==> src/rtl/core/bft_pkg.sv <==
package bft_pkg;

    localparam int CNT_W  = 40;
    localparam int BYTE_W = 48;
    localparam int LEN_W  = 16;
    localparam int SLOT_OUT_W = 10;

    localparam logic [7:0] PROTO_TCP = 8'd6;

    localparam logic [CNT_W-1:0]  CNT_MAX  = {CNT_W{1'b1}};
    localparam logic [BYTE_W-1:0] BYTE_MAX = {BYTE_W{1'b1}};

    // tcp mark bit positions
    localparam int MARK_SYN  = 0;
    localparam int MARK_FIN  = 1;
    localparam int MARK_RST  = 2;
    localparam int MARK_DONE = 3;

    // application classes
    localparam logic [3:0] APP_NONE  = 4'd0;
    localparam logic [3:0] APP_HTTP  = 4'd1;
    localparam logic [3:0] APP_HTTPS = 4'd2;
    localparam logic [3:0] APP_DNS   = 4'd3;
    localparam logic [3:0] APP_FTP   = 4'd4;
    localparam logic [3:0] APP_SSH   = 4'd5;
    localparam logic [3:0] APP_SMTP  = 4'd6;
    localparam logic [3:0] APP_POP3  = 4'd7;
    localparam logic [3:0] APP_IMAP  = 4'd8;

    typedef struct packed {
        logic [7:0]  proto;
        logic [31:0] addr_a;
        logic [15:0] port_a;
        logic [31:0] addr_b;
        logic [15:0] port_b;
    } t_key;

    typedef struct packed {
        logic clr_wr;
        logic start;
        logic rd;
        logic commit;
        logic evict;
    } t_cmd;

    typedef struct packed {
        logic evict_pending;
    } t_stat;

    function automatic logic [3:0] app_of(input logic [15:0] pa, input logic [15:0] pb);
        logic [15:0] p;
        logic [3:0]  c;
        p = (pa < pb) ? pa : pb;
        case (p)
            16'd80, 16'd8080:  c = APP_HTTP;
            16'd443, 16'd8443: c = APP_HTTPS;
            16'd53:            c = APP_DNS;
            16'd21:            c = APP_FTP;
            16'd22:            c = APP_SSH;
            16'd25, 16'd587:   c = APP_SMTP;
            16'd110, 16'd995:  c = APP_POP3;
            16'd143, 16'd993:  c = APP_IMAP;
            default:           c = APP_NONE;
        endcase
        return c;
    endfunction

    function automatic logic [CNT_W-1:0] sat_inc(input logic [CNT_W-1:0] a);
        return (a == CNT_MAX) ? a : a + 1'b1;
    endfunction

    function automatic logic [BYTE_W-1:0] sat_add_len(input logic [BYTE_W-1:0] a,
                                                      input logic [LEN_W-1:0] b);
        logic [BYTE_W:0] s;
        s = {1'b0, a} + {{(BYTE_W+1-LEN_W){1'b0}}, b};
        return s[BYTE_W] ? BYTE_MAX : s[BYTE_W-1:0];
    endfunction

endpackage

==> src/rtl/core/bft_ctrl.sv <==
module bft_ctrl #(
    parameter int TABLE_SLOTS = 1024
) (
    input  logic                           i_clk,
    input  logic                           i_rst_n,
    input  logic                           start,
    output logic                           busy,
    input  bft_pkg::t_stat                 i_stat,
    output bft_pkg::t_cmd                  o_cmd,
    output logic [$clog2(TABLE_SLOTS)-1:0] o_addr
);
    localparam int SW = $clog2(TABLE_SLOTS);
    localparam logic [SW-1:0] LAST = SW'(TABLE_SLOTS - 1);

    localparam logic [2:0] ST_CLR    = 3'd0;
    localparam logic [2:0] ST_IDLE   = 3'd1;
    localparam logic [2:0] ST_SCAN   = 3'd2;
    localparam logic [2:0] ST_TAIL   = 3'd3;
    localparam logic [2:0] ST_COMMIT = 3'd4;
    localparam logic [2:0] ST_EVICT  = 3'd5;

    logic [2:0]    r_state, n_state;
    logic [SW-1:0] r_cnt, n_cnt;

    // state register
    always_ff @(posedge i_clk) begin
        if (!i_rst_n) begin
            r_state <= ST_CLR;
            r_cnt   <= '0;
        end else begin
            r_state <= n_state;
            r_cnt   <= n_cnt;
        end
    end

    // sequencing of clear pass, scan, commit and late eviction
    always_comb begin
        n_state = r_state;
        n_cnt   = r_cnt;
        o_cmd   = '0;
        o_addr  = r_cnt;
        unique case (r_state)
            ST_CLR: begin
                o_cmd.clr_wr = 1'b1;
                if (r_cnt == LAST) begin
                    n_cnt   = '0;
                    n_state = ST_IDLE;
                end else begin
                    n_cnt = r_cnt + 1'b1;
                end
            end
            ST_IDLE: begin
                if (start) begin
                    o_cmd.start = 1'b1;
                    n_cnt   = '0;
                    n_state = ST_SCAN;
                end
            end
            ST_SCAN: begin
                o_cmd.rd = 1'b1;
                if (r_cnt == LAST) begin
                    n_cnt   = '0;
                    n_state = ST_TAIL;
                end else begin
                    n_cnt = r_cnt + 1'b1;
                end
            end
            ST_TAIL: begin
                n_state = ST_COMMIT;
            end
            ST_COMMIT: begin
                o_cmd.commit = 1'b1;
                n_state = i_stat.evict_pending ? ST_EVICT : ST_IDLE;
            end
            ST_EVICT: begin
                o_cmd.evict = 1'b1;
                n_state = ST_IDLE;
            end
            default: begin
                n_state = ST_IDLE;
            end
        endcase
    end

    assign busy = (r_state != ST_IDLE);

endmodule

==> config.mk <==
export PLATFORM = sky130hd
export DESIGN_NAME = bft_ctrl
export DESIGN_NICKNAME = d
export VERILOG_FILES = /design/src/rtl/core/bft_pkg.sv /design/src/rtl/core/bft_ctrl.sv
export SDC_FILE = /design/constraint.sdc
export NUM_CORES = 1
export LEC_CHECK = 0
export BUFFER_PORTS_ARGS = -buffer_cell sky130_fd_sc_hd__buf_2
export CORE_MARGIN = 5
export CORE_UTILIZATION = 52
export CTS_BUF_LIST = sky130_fd_sc_hd__clkbuf_4
export DETAILED_ROUTE_END_ITERATION = 10
export GPL_TIMING_DRIVEN = 0
export PLACE_DENSITY = 0.8
export SLEW_MARGIN = 0
export SYNTH_ARGS = -nofsm -noshare
export SYNTH_HDL_FRONTEND = slang
export SYNTH_SLANG_ARGS = --single-unit
==> constraint.sdc <==
create_clock -name i_clk -period 1.9 [get_ports i_clk]
set_input_delay 0.38 -clock i_clk [delete_from_list [all_inputs] [get_ports i_clk]]
set_output_delay 0.38 -clock i_clk [all_outputs]
set_load 0.02 [all_outputs]
=== After elaboration in Yosys (flattened, before gate mapping) ===
Cells that the tools add are included.

* Bits of input ports: 4
* Word-level logic and storage cells: 32
* Output and inout port bits: 16
* Flip-flop bits (word level): 13

* Add/subtract/negate cells: 1
* Reductions and logical operators: 5
* Eq/ne operators: 10
* Mux-type cells: 14

{| class="wikitable"
|+ Operators by type and width
! operator !! count
|-
| 10-bit two-way mux || 2
|-
| 10-bit case mux with 2 select lines || 1
|-
| 3-bit case mux with 5 select lines || 1
|-
| 3-bit two-way mux || 4
|-
| 10-bit by 1-bit adder with 10-bit output (second input constant) || 1
|-
| 10-bit == test (second input constant) || 1
|-
| 3-bit by 2-bit == test with 1-bit output (second input constant) || 2
|-
| 3-bit == test (second input constant) || 2
|-
| 1-bit two-way mux || 6
|-
| 2-bit != test (second input constant) || 3
|-
| 3-bit by 1-bit == test with 1-bit output (second input constant) || 1
|-
| 3-bit zero test || 1
|-
| 3-bit by 1-bit != test with 1-bit output (second input constant) || 1
|-
| 3-bit AND reduction || 1
|-
| 2-bit AND reduction || 1
|-
| 2-bit nonzero test || 1
|-
| 2-bit OR reduction || 1
|}

=== Logic depth before layout (Yosys ltp) ===
* Depth in word-level cells: 4
* Gate-level depth with buffers: 5
* Depth with buffers taken out: 5

=== Least setup slack after synthesis ===
OpenSTA, ideal clock, no wires.

* Path kind: reg-to-reg
* Start: register r_cnt[0], in the netlist o_addr[0]
* End: register r_cnt[2], in the netlist o_addr[2]
* Slack: 0.263 ns
* Arrival time: 1.509 ns
* Required time: 1.772 ns
* Cell stages (with the launch flop): 6
* Period minus slack after synthesis: 1.637 ns
* Library setup time: 0.128 ns
* Buffers on the path: 0
* Cells stage by stage: dfxtp_1 ha_1 nand3_1 o31a_1 o21ai_1 nor2_1

* Word-level cells in the longest chain between the ends: 3
* Elaborated cells between the ends (all ways): 4
* Classes of those cells: add/sub: 1; eq/ne: 1; mux: 2

{| class="wikitable"
|+ Ends and longest elaborated chain
! what !! RTL line !! RTL
|-
| start, declared || bft_ctrl.sv:23 || <nowiki>logic [SW-1:0] r_cnt, n_cnt;</nowiki>
|-
| start signal, assigned || bft_ctrl.sv:32 || <nowiki>r_cnt <= n_cnt;</nowiki>
|-
| 10-bit by 1-bit adder with 10-bit output / 10-bit == test (equally long branches) || -- ||
|-
| 10-bit two-way mux (*) || bft_ctrl.sv:45, bft_ctrl.sv:61 ||
|-
| 10-bit case mux with 2 select lines (*) || bft_ctrl.sv:42 || <nowiki>unique case (r_state)</nowiki>
|}

Mark *: on every way between the ends. The rest lies on a longest branch, timed or not.
A chain may end at the register's enable or synchronous reset.

==> impl_results.md <==
- Hold Crit Start: i_rst_n
- Via-to-Cell Ratio: 5.72
- Worst relative slew slack: 0.655
- Post-synth EDFFs: 0
- Leak: roughly 0.33 nW
- Final #Nets: ~110
- Worst-path fanout max: 10
- Hold Path Class: primary input to flip-flop
- CTS tree: done
- Setup TNS: 0 ns
- CP Capture Type: primary output
- Library cells used by synthesis: 30
- Sequential fraction of the synthesis area: 0.377
- Hold worst-path end: r_state[0]$_SDFFE_PN0P_
- Total core area: around 0.0013 mm²
- Critical path type: flip-flop to primary output
- Data required time of the worst path: between 1.5 and 2 ns
- Hold Path Depth: 2
- Die width: 46.4 µm
- Synth cell count leaders: dfxtp_1 (13), nor2_1 (8), xnor2_1 (6)
- Post-synthesis async set-or-reset flop share: 0
- Initial antenna violation count: 0
- Reg2reg setup slack: 0.19 ns
- DRC Markers: 0
- Ranking of synthesized cells by area: dfxtp_1 (38%), xnor2_1 (7.6%), nor2b_1 (4.5%)
- Syn Area/Cell: roughly 8.6 µm²
- Setup Skew: 0.00696 ns
- Place WS: 0.181 ns
- Worst flop-to-flop path endpoint: o_addr[3]$_SDFFE_PN0P_
- Seq cells post-synth: 13
- Setup WS post-layout: 0.145 ns
- Finish-stage setup viols: 0
- Most frequent cell after synthesis: dfxtp_1
- Initial DRC count: 14
- Most used DFF post-synth: dfxtp_1
- Max Freq: 570 MHz
- Filler Cell Count: 120
- Clock Sinks: 13
- Post-Syn Nets: 85
- Final slew viol count: 0
- Routed Antenna Nets: 0
- Power consumption: 514 µW
- Die area: 0.00215 mm²
- Outcome: finished, final reports clean
- IO Pins: 20
- First-pass DRT Iterations: 4
- GPL Wtd Cong: 0.822
- Total GRT Usage: 0.158
- Post-Syn Instances: 80
- RSZ-0062 raised after global routing: no
- DP Wirelength: 1150 µm
- Data arrival time of the worst path: 1.38 ns
- Post-CTS Hold Buffers: 0
- Drt total wl: 1540 µm
- Hold Violations, Final: 0
- Fin util: 0.649
- First-pass GRT wire length: 2430 µm
- Port Buffers: 19
- VDD IR max: 0.308 mV
- Layout cells sized above 1: 0.252
- Area share of the leading cell type in the synthesized netlist: 0.377
- Largest net degree at the start of global routing: 11
- Die Span Y: approximately 46 µm
- Num CTS Buffers: 3
- Post-CTS setup buffers: 0
- Mapped Area: 689 µm²
- Rows: 13
- H-tree depth: 1
- Pwr dens: 616 mW/mm²
- Diode count: 0
- Post-CTS sizing: 0
- Remaining Overflow, GRT: 0
- Root buffer cell: clkbuf_4
- P&R area growth vs syn: 21.1%
- Wirelength per Cell: 13.1 µm
- Post-synth top area cell: dfxtp_1
- Hold slack: between 0.3 and 0.4 ns
- Max_cap viols: 0
- Synth Warn #: 0
- FF-to-FF path depth: 5
- Worst-Skew Late Latency: 0.28 ns
- Clock slew at reported path FFs: 0.08 ns
- Max clock buf depth: 2
- Final period utilization: 0.924
- Final period demand of the worst path: 1.76 ns
- Reg2Reg Launch Point: o_addr[0]$_SDFFE_PN0P_
- Critical Path Start Type: flip-flop
- Starting Density: 0.537
- DR vias: slightly below 700
- Worst-Margin Slew: just over 0.5 ns
- Vias in the first global route: 580
## cells by family after synthesis
kind of cell / count (synthesis) / share of synthesized area
AOI/OAI and AO/OA: 18 / 0.196
DFF: 13 / 0.377
xor gates and xnor gates: 6 / 0.0762
buffers and inverters: 4 / 0.0218
and+or+nand+nor: 38 / 0.310
adders and majority gates: 1 / 0.0181
## worst max-delay path, stage by stage, from the launching register on
cell	delay [ns]
dfxtp_1	0.44
clkbuf_1	0.38
nor3b_1	0.11
buf_2	0.18
## flip-flops by register name, summed over array words and instances, names as in the netlist
register	count
o_addr	10
r_state	3
## power by group
group	internal, mW	switching [mW]	total (mW)	leakage (nW)
Sequential	0.278	0.00715	0.285	0.105
Combinational	0.0167	0.0251	0.0418	0.209
Clock	0.0956	0.0915	0.187	0.0184
Total	0.390	0.124	0.514	0.333
## area by class of cell
cell class,instances,area [µm²],share of cell area
Inverter,2,7.51,0.00900
Tap cell,15,18.8,0.0225
Timing Repair Buffer,19,95.1,0.114
Clock buffer,4,30.0,0.0360
Multi-Input combinational cell,63,414,0.496
Sequential cell,13,260,0.312
Buffer,2,8.76,0.0105
## per-stage QoR
stage,instances,area (µm²)
floorplan,80,689
global placement,114,803
detailed placement,114,803
CTS,118,833
global route,118,835
finish,118,835
## how the worst max path moves through the flow
| stage | from | endpoint | slack (ns) | cells past startpoint |
|---|---|---|---|---|
| floorplan | o_addr[0]$_SDFFE_PN0P_ | o_addr[2]$_SDFFE_PN0P_ | 0.26 | 5 |
| finish | r_state[0]$_SDFFE_PN0P_ | o_cmd[1] | 0.14 | 3 |
| CTS | r_state[2]$_SDFFE_PN0P_ | o_cmd[2] | 0.04 | 4 |
| global route | o_addr[0]$_SDFFE_PN0P_ | o_addr[3]$_SDFFE_PN0P_ | 0.01 | 5 |
| detailed placement | o_addr[0]$_SDFFE_PN0P_ | o_addr[3]$_SDFFE_PN0P_ | 0.18 | 5 |
| global placement | o_addr[0]$_SDFFE_PN0P_ | o_addr[2]$_SDFFE_PN0P_ | 0.17 | 5 |
## metal layers
layer | vias up | track usage | share of wire
li1 | 340 | - | -
met1 | 311 | 0.185 | 0.47
met2 | 22 | 0.258 | 0.45
met3 | 2 | 0.0352 | 0.071
met4 | 0 | 0.0909 | 0.0078
met5 | - | 0 | 0
## placed cells by master, fill, tap and decap left out, drive strengths merged
cell      n
buf      19
dfxtp    13
nor2      8
xnor2     6
clkbuf    6
nor2b     5
nand2     5
nand3     4
a211oi    4
and2      3
a21oi     3
nand2b    3
nor3b     2
nor3      2
o31ai     2
or4       2
o31a      2
inv       2
a2111oi   2
o21ai     2
and3b     1
a21o      1
nand4     1
nand3b    1
or3       1
a32oi     1
a22oi     1
ha        1
No activity file was read; power rests on OpenSTA's default activity.
